## config.mk

```make
export PLATFORM = sky130hd
export DESIGN_NAME = ir_pulse_distance_decoder_unit
export DESIGN_NICKNAME = d
export VERILOG_FILES = /design/src/hw/rtl/irpd_pkg.sv /design/src/hw/rtl/ir_pulse_distance_decoder_unit.sv
export SDC_FILE = /design/constraint.sdc
export NUM_CORES = 1
export LEC_CHECK = 0
export ABC_AREA = 1
export BUFFER_PORTS_ARGS = -buffer_cell sky130_fd_sc_hd__buf_2
export CORE_ASPECT_RATIO = 2
export CORE_MARGIN = 2
export CORE_UTILIZATION = 44
export CTS_CLUSTER_DIAMETER = 150
export DETAILED_ROUTE_END_ITERATION = 6
export PLACE_DENSITY_LB_ADDON = 0.1
export SETUP_SLACK_MARGIN = 0.15
export SYNTH_ARGS = -nofsm -noshare
export SYNTH_HDL_FRONTEND = slang
export SYNTH_SLANG_ARGS = --single-unit
```

## constraint.sdc

```tcl
create_clock -name clk -period 3.4 [get_ports clk]
set_clock_uncertainty 0.2 [all_clocks]
set_input_delay 0.68 -clock clk [delete_from_list [all_inputs] [get_ports clk]]
set_output_delay 0.68 -clock clk [all_outputs]
set_load 0.02 [all_outputs]
```

## src/hw/rtl/irpd_pkg.sv

```systemverilog
// irpd_pkg: shared types, constants and the command lookup for the
// pulse-distance ir decoder. no dependencies.

package irpd_pkg;

  // frame geometry
  localparam int FRAME_BITS = 32;
  localparam int WORD_W     = 32;
  localparam int CNT_W      = $clog2(FRAME_BITS + 1);
  localparam int TICK_W     = 8;
  localparam int CFG_IDX_W  = 3;

  localparam logic [CNT_W-1:0] CNT_IDLE = CNT_W'(FRAME_BITS);
  localparam logic [CNT_W-1:0] CNT_LAST = CNT_W'(FRAME_BITS - 1);

  // configuration register indexes
  typedef enum logic [CFG_IDX_W-1:0] {
    REG_START_LOW     = 3'd0,
    REG_START_HIGH    = 3'd1,
    REG_REPEAT_LOW    = 3'd2,
    REG_REPEAT_HIGH   = 3'd3,
    REG_BIT_MAX       = 3'd4,
    REG_ONE_THRESHOLD = 3'd5
  } cfg_reg_t;

  // reset values of the thresholds
  localparam logic [TICK_W-1:0] START_LOW_RST     = 8'd201;
  localparam logic [TICK_W-1:0] START_HIGH_RST    = 8'd221;
  localparam logic [TICK_W-1:0] REPEAT_LOW_RST    = 8'd166;
  localparam logic [TICK_W-1:0] REPEAT_HIGH_RST   = 8'd186;
  localparam logic [TICK_W-1:0] BIT_MAX_RST       = 8'd40;
  localparam logic [TICK_W-1:0] ONE_THRESHOLD_RST = 8'd26;

  // event codes
  typedef enum logic [2:0] {
    EV_BIT    = 3'd0,
    EV_START  = 3'd1,
    EV_REPEAT = 3'd2,
    EV_REJECT = 3'd3,
    EV_DONE   = 3'd4
  } event_kind_t;

  // motor commands
  typedef enum logic [2:0] {
    CMD_NONE         = 3'd0,
    CMD_FORWARD      = 3'd1,
    CMD_BACKWARD     = 3'd2,
    CMD_STOP         = 3'd3,
    CMD_CRAB_LEFT    = 3'd4,
    CMD_CRAB_RIGHT   = 3'd5,
    CMD_ROTATE_LEFT  = 3'd6,
    CMD_ROTATE_RIGHT = 3'd7
  } motor_cmd_t;

  // received word to motor command, unknown words give none
  function automatic motor_cmd_t match_command(input logic [WORD_W-1:0] word);
    motor_cmd_t cmd;
    unique case (word)
      32'h00FF18E7: cmd = CMD_FORWARD;
      32'h00FF4AB5: cmd = CMD_BACKWARD;
      32'h00FF38C7: cmd = CMD_STOP;
      32'h00FF10EF: cmd = CMD_CRAB_LEFT;
      32'h00FF5AA5: cmd = CMD_CRAB_RIGHT;
      32'h00FF6897: cmd = CMD_ROTATE_LEFT;
      32'h00FFB04F: cmd = CMD_ROTATE_RIGHT;
      default:      cmd = CMD_NONE;
    endcase
    return cmd;
  endfunction

endpackage

```

## src/hw/rtl/ir_pulse_distance_decoder_unit.sv

```systemverilog
// ir_pulse_distance_decoder_unit: top level of the pulse-distance ir decoder,
// frame state, threshold registers and a two-entry output buffer.
// depends on irpd_pkg.
//
// usage
//   input channel: one beat per falling ir edge, interval_ticks and
//   timer_overflowed, taken when in_valid is high and in_stall is low.
//   output channel: one beat per input beat, event_kind, frame_word and
//   motor_command, taken when out_valid is high and out_stall is low.
//   configuration: cfg_we writes cfg_data into threshold register cfg_index
//   in that cycle; indexes past the last register are ignored.
// timing
//   each beat's result is registered in the output register, or in the skid
//   register while the output is stalled. one beat per cycle is sustained
//   while out_stall is low, set by the single compare-and-shift stage.
// reset
//   rst is synchronous; it sets the thresholds to their defaults, the frame
//   logic to idle awaiting a start interval, clears the shift word and
//   empties the output buffer.
// stalls
//   a second result is held in a skid register while the output is stalled;
//   in_stall rises only once both output entries are full.

module ir_pulse_distance_decoder_unit
  import irpd_pkg::*;
(
  input  logic                 clk,
  input  logic                 rst,
  // input channel
  input  logic                 in_valid,
  output logic                 in_stall,
  input  logic [TICK_W-1:0]    interval_ticks,
  input  logic                 timer_overflowed,
  // output channel
  output logic                 out_valid,
  input  logic                 out_stall,
  output logic [2:0]           event_kind,
  output logic [WORD_W-1:0]    frame_word,
  output logic [2:0]           motor_command,
  // configuration
  input  logic                 cfg_we,
  input  logic [CFG_IDX_W-1:0] cfg_index,
  input  logic [TICK_W-1:0]    cfg_data
);

  // threshold registers
  logic [TICK_W-1:0] start_low;
  logic [TICK_W-1:0] start_high;
  logic [TICK_W-1:0] repeat_low;
  logic [TICK_W-1:0] repeat_high;
  logic [TICK_W-1:0] bit_max;
  logic [TICK_W-1:0] one_threshold;

  // frame state
  logic [CNT_W-1:0]  bit_counter;
  logic [CNT_W-1:0]  bit_counter_next;
  logic [WORD_W-1:0] shift_word;
  logic [WORD_W-1:0] shift_word_next;

  // result of the current beat
  event_kind_t       kind_next;
  motor_cmd_t        cmd_next;

  // output buffer
  logic              skid_valid;
  event_kind_t       skid_kind;
  logic [WORD_W-1:0] skid_word;
  motor_cmd_t        skid_cmd;

  logic in_beat;
  logic out_beat;
  logic is_idle;
  logic start_hit;
  logic repeat_hit;
  logic data_bad;
  logic data_bit;

  assign in_stall = skid_valid;
  assign in_beat  = in_valid && !in_stall;
  assign out_beat = out_valid && !out_stall;

  // configuration writes
  always_ff @(posedge clk) begin
    if (rst) begin
      start_low     <= START_LOW_RST;
      start_high    <= START_HIGH_RST;
      repeat_low    <= REPEAT_LOW_RST;
      repeat_high   <= REPEAT_HIGH_RST;
      bit_max       <= BIT_MAX_RST;
      one_threshold <= ONE_THRESHOLD_RST;
    end else if (cfg_we) begin
      unique case (cfg_index)
        REG_START_LOW:     start_low     <= cfg_data;
        REG_START_HIGH:    start_high    <= cfg_data;
        REG_REPEAT_LOW:    repeat_low    <= cfg_data;
        REG_REPEAT_HIGH:   repeat_high   <= cfg_data;
        REG_BIT_MAX:       bit_max       <= cfg_data;
        REG_ONE_THRESHOLD: one_threshold <= cfg_data;
        default: ;
      endcase
    end
  end

  // interval classification, all interval compares strict
  assign is_idle    = bit_counter >= CNT_IDLE;
  assign start_hit  = (interval_ticks > start_low) && (interval_ticks < start_high)
                      && !timer_overflowed;
  assign repeat_hit = (interval_ticks > repeat_low) && (interval_ticks < repeat_high)
                      && !timer_overflowed;
  assign data_bad   = (interval_ticks > bit_max) || timer_overflowed;
  assign data_bit   = interval_ticks > one_threshold;

  // next frame state and result
  always_comb begin
    bit_counter_next = bit_counter;
    shift_word_next  = shift_word;
    kind_next        = EV_REJECT;
    cmd_next         = CMD_NONE;
    if (is_idle) begin
      priority if (start_hit) begin
        shift_word_next  = '0;
        bit_counter_next = '0;
        kind_next        = EV_START;
      end else if (repeat_hit) begin
        kind_next        = EV_REPEAT;
      end else begin
        bit_counter_next = CNT_IDLE;
        kind_next        = EV_REJECT;
      end
    end else if (data_bad) begin
      bit_counter_next = CNT_IDLE;
      kind_next        = EV_REJECT;
    end else begin
      shift_word_next = {shift_word[WORD_W-2:0], data_bit};
      if (bit_counter == CNT_LAST) begin
        cmd_next         = match_command(shift_word_next);
        bit_counter_next = CNT_IDLE;
        kind_next        = EV_DONE;
      end else begin
        bit_counter_next = bit_counter + CNT_W'(1);
        kind_next        = EV_BIT;
      end
    end
  end

  // frame state update on each input beat
  always_ff @(posedge clk) begin
    if (rst) begin
      bit_counter <= CNT_IDLE;
      shift_word  <= '0;
    end else if (in_beat) begin
      bit_counter <= bit_counter_next;
      shift_word  <= shift_word_next;
    end
  end

  // output register and skid entry
  always_ff @(posedge clk) begin
    if (rst) begin
      out_valid  <= 1'b0;
      skid_valid <= 1'b0;
    end else if (skid_valid) begin
      if (out_beat) begin
        out_valid  <= 1'b1;
        skid_valid <= 1'b0;
      end
    end else if (in_beat) begin
      if (out_valid && !out_beat) begin
        skid_valid <= 1'b1;
      end else begin
        out_valid  <= 1'b1;
      end
    end else if (out_beat) begin
      out_valid <= 1'b0;
    end
  end

  // payload of the output buffer
  always_ff @(posedge clk) begin
    if (skid_valid) begin
      if (out_beat) begin
        event_kind    <= skid_kind;
        frame_word    <= skid_word;
        motor_command <= skid_cmd;
      end
    end else if (in_beat) begin
      if (out_valid && !out_beat) begin
        skid_kind <= kind_next;
        skid_word <= shift_word_next;
        skid_cmd  <= cmd_next;
      end else begin
        event_kind    <= kind_next;
        frame_word    <= shift_word_next;
        motor_command <= cmd_next;
      end
    end
  end

  // checks
  a_skid_needs_out: assert property (@(posedge clk) disable iff (rst)
    skid_valid |-> out_valid)
    else $error("skid entry held while output register empty");

  a_done_goes_idle: assert property (@(posedge clk) disable iff (rst)
    (in_beat && kind_next == EV_DONE) |=> bit_counter == CNT_IDLE)
    else $error("frame complete did not return to idle");

  a_start_clears: assert property (@(posedge clk) disable iff (rst)
    (in_beat && kind_next == EV_START) |=> (bit_counter == '0 && shift_word == '0))
    else $error("start interval did not arm reception");

  a_cmd_only_on_done: assert property (@(posedge clk) disable iff (rst)
    (out_valid && motor_command != CMD_NONE) |-> event_kind == EV_DONE)
    else $error("motor command outside frame complete");

endmodule
```

Word-level counts from Yosys, hierarchy flattened. Cells that the tools add are included. Widths: inputs -> output; s select.

Bits in registers: 164. Bits of input ports: 25. Logic and storage cells: 105.

Add/sub/neg operators: 1. $lt $le $gt $ge: 7. Equality and inequality tests: 17. Muxes and demuxes: 38. Bitwise logic cells: 1. Reduce and logical (&&, ||, !) cells: 25.

Operators by type and width (count): $eq 32x24->1 const B (7); $mux 32 (7); $mux 3 (14); $gt 8x8->1 (4); $mux 6 (5); $pmux 3 s7 (1); $lt 8x8->1 (2); $reduce_and 2->1 (7); $mux 1 (10); $reduce_and 3->1 (3); $logic_and 1x1->1 (7); $add 6x1->6 const B (1); $eq 3x2->1 const B (2); $eq 3x3->1 const B (2); $eq 6x5->1 const B (1); $ge 6x6->1 const B (1); $ne 3x3->1 const B (2); $logic_not 1->1 (4); $reduce_bool 2->1 (2); $eq 3x1->1 const B (1); $logic_not 3->1 (1); $mux 2 (1); $ne 2x1->1 const B (1); $ne 2x2->1 const B (1); 2 further kinds (2).

Logic depth before layout (Yosys ltp).
Word-level depth: 9. Depth in mapped cells: 15. Gate-level depth less buffers: 15.

Worst setup path after synthesis. OpenSTA, ideal clock, no wires.

Path kind: input port to flip-flop. From: input in_valid. To: register event_kind[0] (enable). Setup time: 0.447 ns. Arrival: 2.716 ns. Path slack: 0.037 ns. Stages: 2. Path buffers: 0. Cell sequence: nand2_1 -> a21oi_1.

Longest elaborated chain between the ends: 3.

RTL lines: from (decl) (RTL line ir_pulse_distance_decoder_unit.sv:30) `input logic in_valid,`; $logic_and 1x1->1 (RTL line ir_pulse_distance_decoder_unit.sv:79) `assign in_beat = in_valid && !in_stall;`; $reduce_bool 2->1 (no source line); $reduce_and 3->1 (no source line); to (signal assigned) (RTL line ir_pulse_distance_decoder_unit.sv:182) `event_kind <= skid_kind;`; to (signal assigned) (RTL line ir_pulse_distance_decoder_unit.sv:192) `event_kind <= kind_next;`; to (decl) (RTL line ir_pulse_distance_decoder_unit.sv:37) `output logic [2:0] event_kind,`.

No other way between the ends. A chain may end at the register's enable or synchronous reset.

Worst setup path in the final report.
From: input interval_ticks[1]. To: register frame_word[9], data pin.

Longest elaborated chain between the ends: 8. Elaborated cells between the ends (all ways): 12. Those cells by class: order compare (3); mux (6); reduce/logical (3).

RTL lines: from (decl) (RTL line ir_pulse_distance_decoder_unit.sv:32) `input logic [TICK_W-1:0] interval_ticks,`; $gt 8x8->1 or $lt 8x8->1 (tied branches) (RTL line ir_pulse_distance_decoder_unit.sv:106) `assign start_hit = (interval_ticks > start_low) && (interval_ticks < start_high)`; $logic_and 1x1->1 (RTL line ir_pulse_distance_decoder_unit.sv:106); $logic_and 1x1->1 (RTL line ir_pulse_distance_decoder_unit.sv:107) `&& !timer_overflowed;`; $mux 32 (RTL line ir_pulse_distance_decoder_unit.sv:120) `priority if (start_hit) begin`; $mux 32 * (RTL line ir_pulse_distance_decoder_unit.sv:119) `if (is_idle) begin`; via shift_word_next[9] (RTL line ir_pulse_distance_decoder_unit.sv:58) `logic [WORD_W-1:0] shift_word_next;`; $mux 32 * (RTL line ir_pulse_distance_decoder_unit.sv:187) `if (out_valid && !out_beat) begin`; $mux 32 * (RTL line ir_pulse_distance_decoder_unit.sv:186) `end else if (in_beat) begin`; $mux 32 * (RTL line ir_pulse_distance_decoder_unit.sv:180) `if (skid_valid) begin`; to (signal assigned) (RTL line ir_pulse_distance_decoder_unit.sv:183) `frame_word <= skid_word;`; to (signal assigned) (RTL line ir_pulse_distance_decoder_unit.sv:193) `frame_word <= shift_word_next;`; to (decl) (RTL line ir_pulse_distance_decoder_unit.sv:38) `output logic [WORD_W-1:0] frame_word,`.

Mark *: on every way through the listed nets, which the timed path passes. The rest lies on a longest branch. The select of a mux whose other input is x is not followed.

==> out/qor.yml <==
wire_per_inst_um: 16.15
synth_area_mm2: 0.008275
antenna_found_initial: 0
area_delta_synth_final_pct: 14.21
dieArea_mm2: 0.01999
fmax_mhz: 398.5
antenna_cells: 0
setup_viol: 0
ys_warn_count: 0
cp-start-kind: "input pin"
final_nets: 1178
rsz0062_at_grt: "false"
grt_pass1_vias: 6692
clockRootBuffer: "clkbuf_16"
powerDensity_mw_per_mm2: 516.7
path_class: "in -> reg"
cts.path.max_buffers: 2
worstMarginPinSlew_ns: 0.5902
insertion_delay_ns: 0.44
io_pins: 65
die_w_um: 101.0
peakVddDrop_mv: 0.3461
tritoncts: "built"
final_area_mm2: 0.009452
coreArea_mm2: 0.01866
htree_num_levels: 4
synth-seq-cells: 164
dpl.hpwl_um: 15300
ant_nets: 0
cp-end-kind: "flip-flop"
min_period_over_period_pct: 73.80
path_clk_slew_ns: 0.06
drt_iter0_markers: 287
outcome: "complete, no violations"
drv_cap: 0
avgSynthCellArea_um2: 7.934
grt_max_degree: 45
startpoint: "interval_ticks[1]"
hold_depth: 2
placed_area_mm2: 0.008841
worstPathMaxFanout: 28
drive_gt1_share_pct: 11.81
chipHeight_um: 197.9
cts_setup_buffers: 0
reg2reg_from: "start_high[7]$_SDFFE_PP1P_"
hold_violations: 0
ctsResizeCount: 0
worstPathArrival_ns: 2.50
synthCells: 1043
worstHoldStart: "start_low[2]$_SDFFE_PP0P_"
fillers: 1876
rr_worst_depth: 13
slew_violations: 0
cts_hold_buf: 0
avgViaCountPerCell: 5.128
dr.pass1.iters: 6
track_usage_pct: 22.69
p_leak_nw: 4.643
grt_first_pass_wirelength_um: 34310
slew_headroom_pct: 60.29
ys_types: 29
synth_nets: 1116
grt_overflow: 0
r2r_slack_ns: 0.96
hold_path_class: "reg -> reg"
period_needed_ns: 2.509
synth_seq_area_share_pct: 48.87
cts_sinks: 164
start_util_pct: 44.36
routed_wl_um: 21590
required_ns: 3.39
fin_setup_tns_ns: 0
cts_buffers: 17
place_congestion: 0.8730
drc: 0
rows: 71
io_buffers: 64
vias: 6856
## final cells by class
class / count / area [um^2] / share of cell area [%]
Multi-Input combinational cell: 701 / 3517 / 37.21
Timing Repair Buffer: 83 / 488.0 / 5.163
Sequential cell: 164 / 4044 / 42.79
Inverter: 138 / 518.0 / 5.481
Clock inverter: 8 / 92.59 / 0.9796
Tap cell: 219 / 274.0 / 2.899
Clock buffer: 24 / 518.0 / 5.481
## where the power goes
group | internal (mW) | total, mW | switching, mW
sequential | 2.20 | 2.26 | 0.0604
combinational | 0.202 | 0.641 | 0.439
clock | 1.21 | 1.99 | 0.773
## cells in the mapped netlist, drive strengths merged
| cell type | count | share of area [%] |
|---|---|---|
| dfxtp | 88 | 21 |
| nand4 | 13 | 1.1 |
| and2 | 1 | 0.076 |
| nand3 | 113 | 6.8 |
| clkbuf | 18 | 0.82 |
| or2 | 1 | 0.076 |
| o211ai | 17 | 1.5 |
| o21a | 2 | 0.18 |
| nor3b | 2 | 0.18 |
| nor3 | 9 | 0.54 |
| o21bai | 2 | 0.18 |
| nor4 | 2 | 0.15 |
| a211oi | 1 | 0.091 |
| nor2 | 105 | 4.9 |
| a21o | 2 | 0.18 |
| buf | 22 | 1.8 |
| a21oi | 58 | 3.5 |
| edfxtp | 76 | 28 |
| ha | 48 | 7.3 |
| nand2 | 291 | 14 |
| inv | 138 | 6.3 |
| o21ai | 34 | 2.1 |
## placed cells by master, fill, tap and decap left out, types with 3 or more instances in the layout
cell and count:
nand4_1 12, buf_4 17, a21oi_1 57, o211ai_1 17, edfxtp_1 76, clkinv_2 4
nor2_2 3, nor2_1 101, ha_1 48, o21ai_0 34, buf_2 64, nor3_1 9
nand3_1 113, nand2_2 10, clkbuf_16 19, nand2_1 281, dfxtp_1 88, inv_1 136
## final timing paths
| path | end |
|---|---|
| worst max-delay path | frame_word[9]$_DFFE_PP_ |
| worst min-delay path | start_low[2]$_SDFFE_PP0P_ |
| worst max register to register | frame_word[9]$_DFFE_PP_ |
| worst min register to register | start_low[2]$_SDFFE_PP0P_ |
## metrics by stage
stage          power [mW]  hold slack, ns  util, %  instances  setup slack [ns]
3_3_place_gp        2.940          0.2420    47.39       1305            0.4394
4_1_cts             4.940          0.2627    50.66       1337            0.8713
2_1_floorplan       2.727          0.2292        -       1043            0.2785
3_5_place_dp        2.949          0.2536    47.39       1305            0.4462
5_1_grt             5.101          0.2802    50.66       1337            0.7230
6_report            4.883          0.2605    50.66       1337            0.8907
## sequential cells by signal (all words and copies together), names as in the netlist
name / flops
bit_counter: 6
bit_max: 8
event_kind: 3
frame_word: 32
in_stall: 1
motor_command: 3
one_threshold: 8
out_valid: 1
repeat_high: 8
repeat_low: 8
shift_word: 32
skid_cmd: 3
skid_kind: 3
skid_word: 32
start_high: 8
start_low: 8
## logic make-up (layout without fill, tap and decap cells)
logic type                 after synthesis  count (layout)  synth area share, %
AOI/OAI and AO/OA                      116             116                7.741
and+or+nand+nor                        537             537                27.28
adders and majority gates               48              48                7.257
DFF                                    164             164                48.87
buffers and inverters                  178             253                8.860
## worst max-delay path, cell delays in order
cell and delay, ns:
buf_2 0.16, ha_1 0.30, nand2_1 0.07, nand2_1 0.14, nand2_1 0.09, nand2_1 0.13, nand2_1 0.13, nand4_2 0.20
buf_12 0.24, nand3_1 0.11, nand2_1 0.09, nand2_1 0.06, nand2_1 0.05
## routing by layer
layer	part of all wire [%]	wire length, um	vias up	GRT usage, %
met3	2.8	601	33	3.459
li1	-	-	3518	-
met4	4.0	857	0	10.41
met2	57	12210	143	44.47
met1	37	7919	3162	22.54
met5	0	0	-	0
Power figures use the tool's default switching activity.
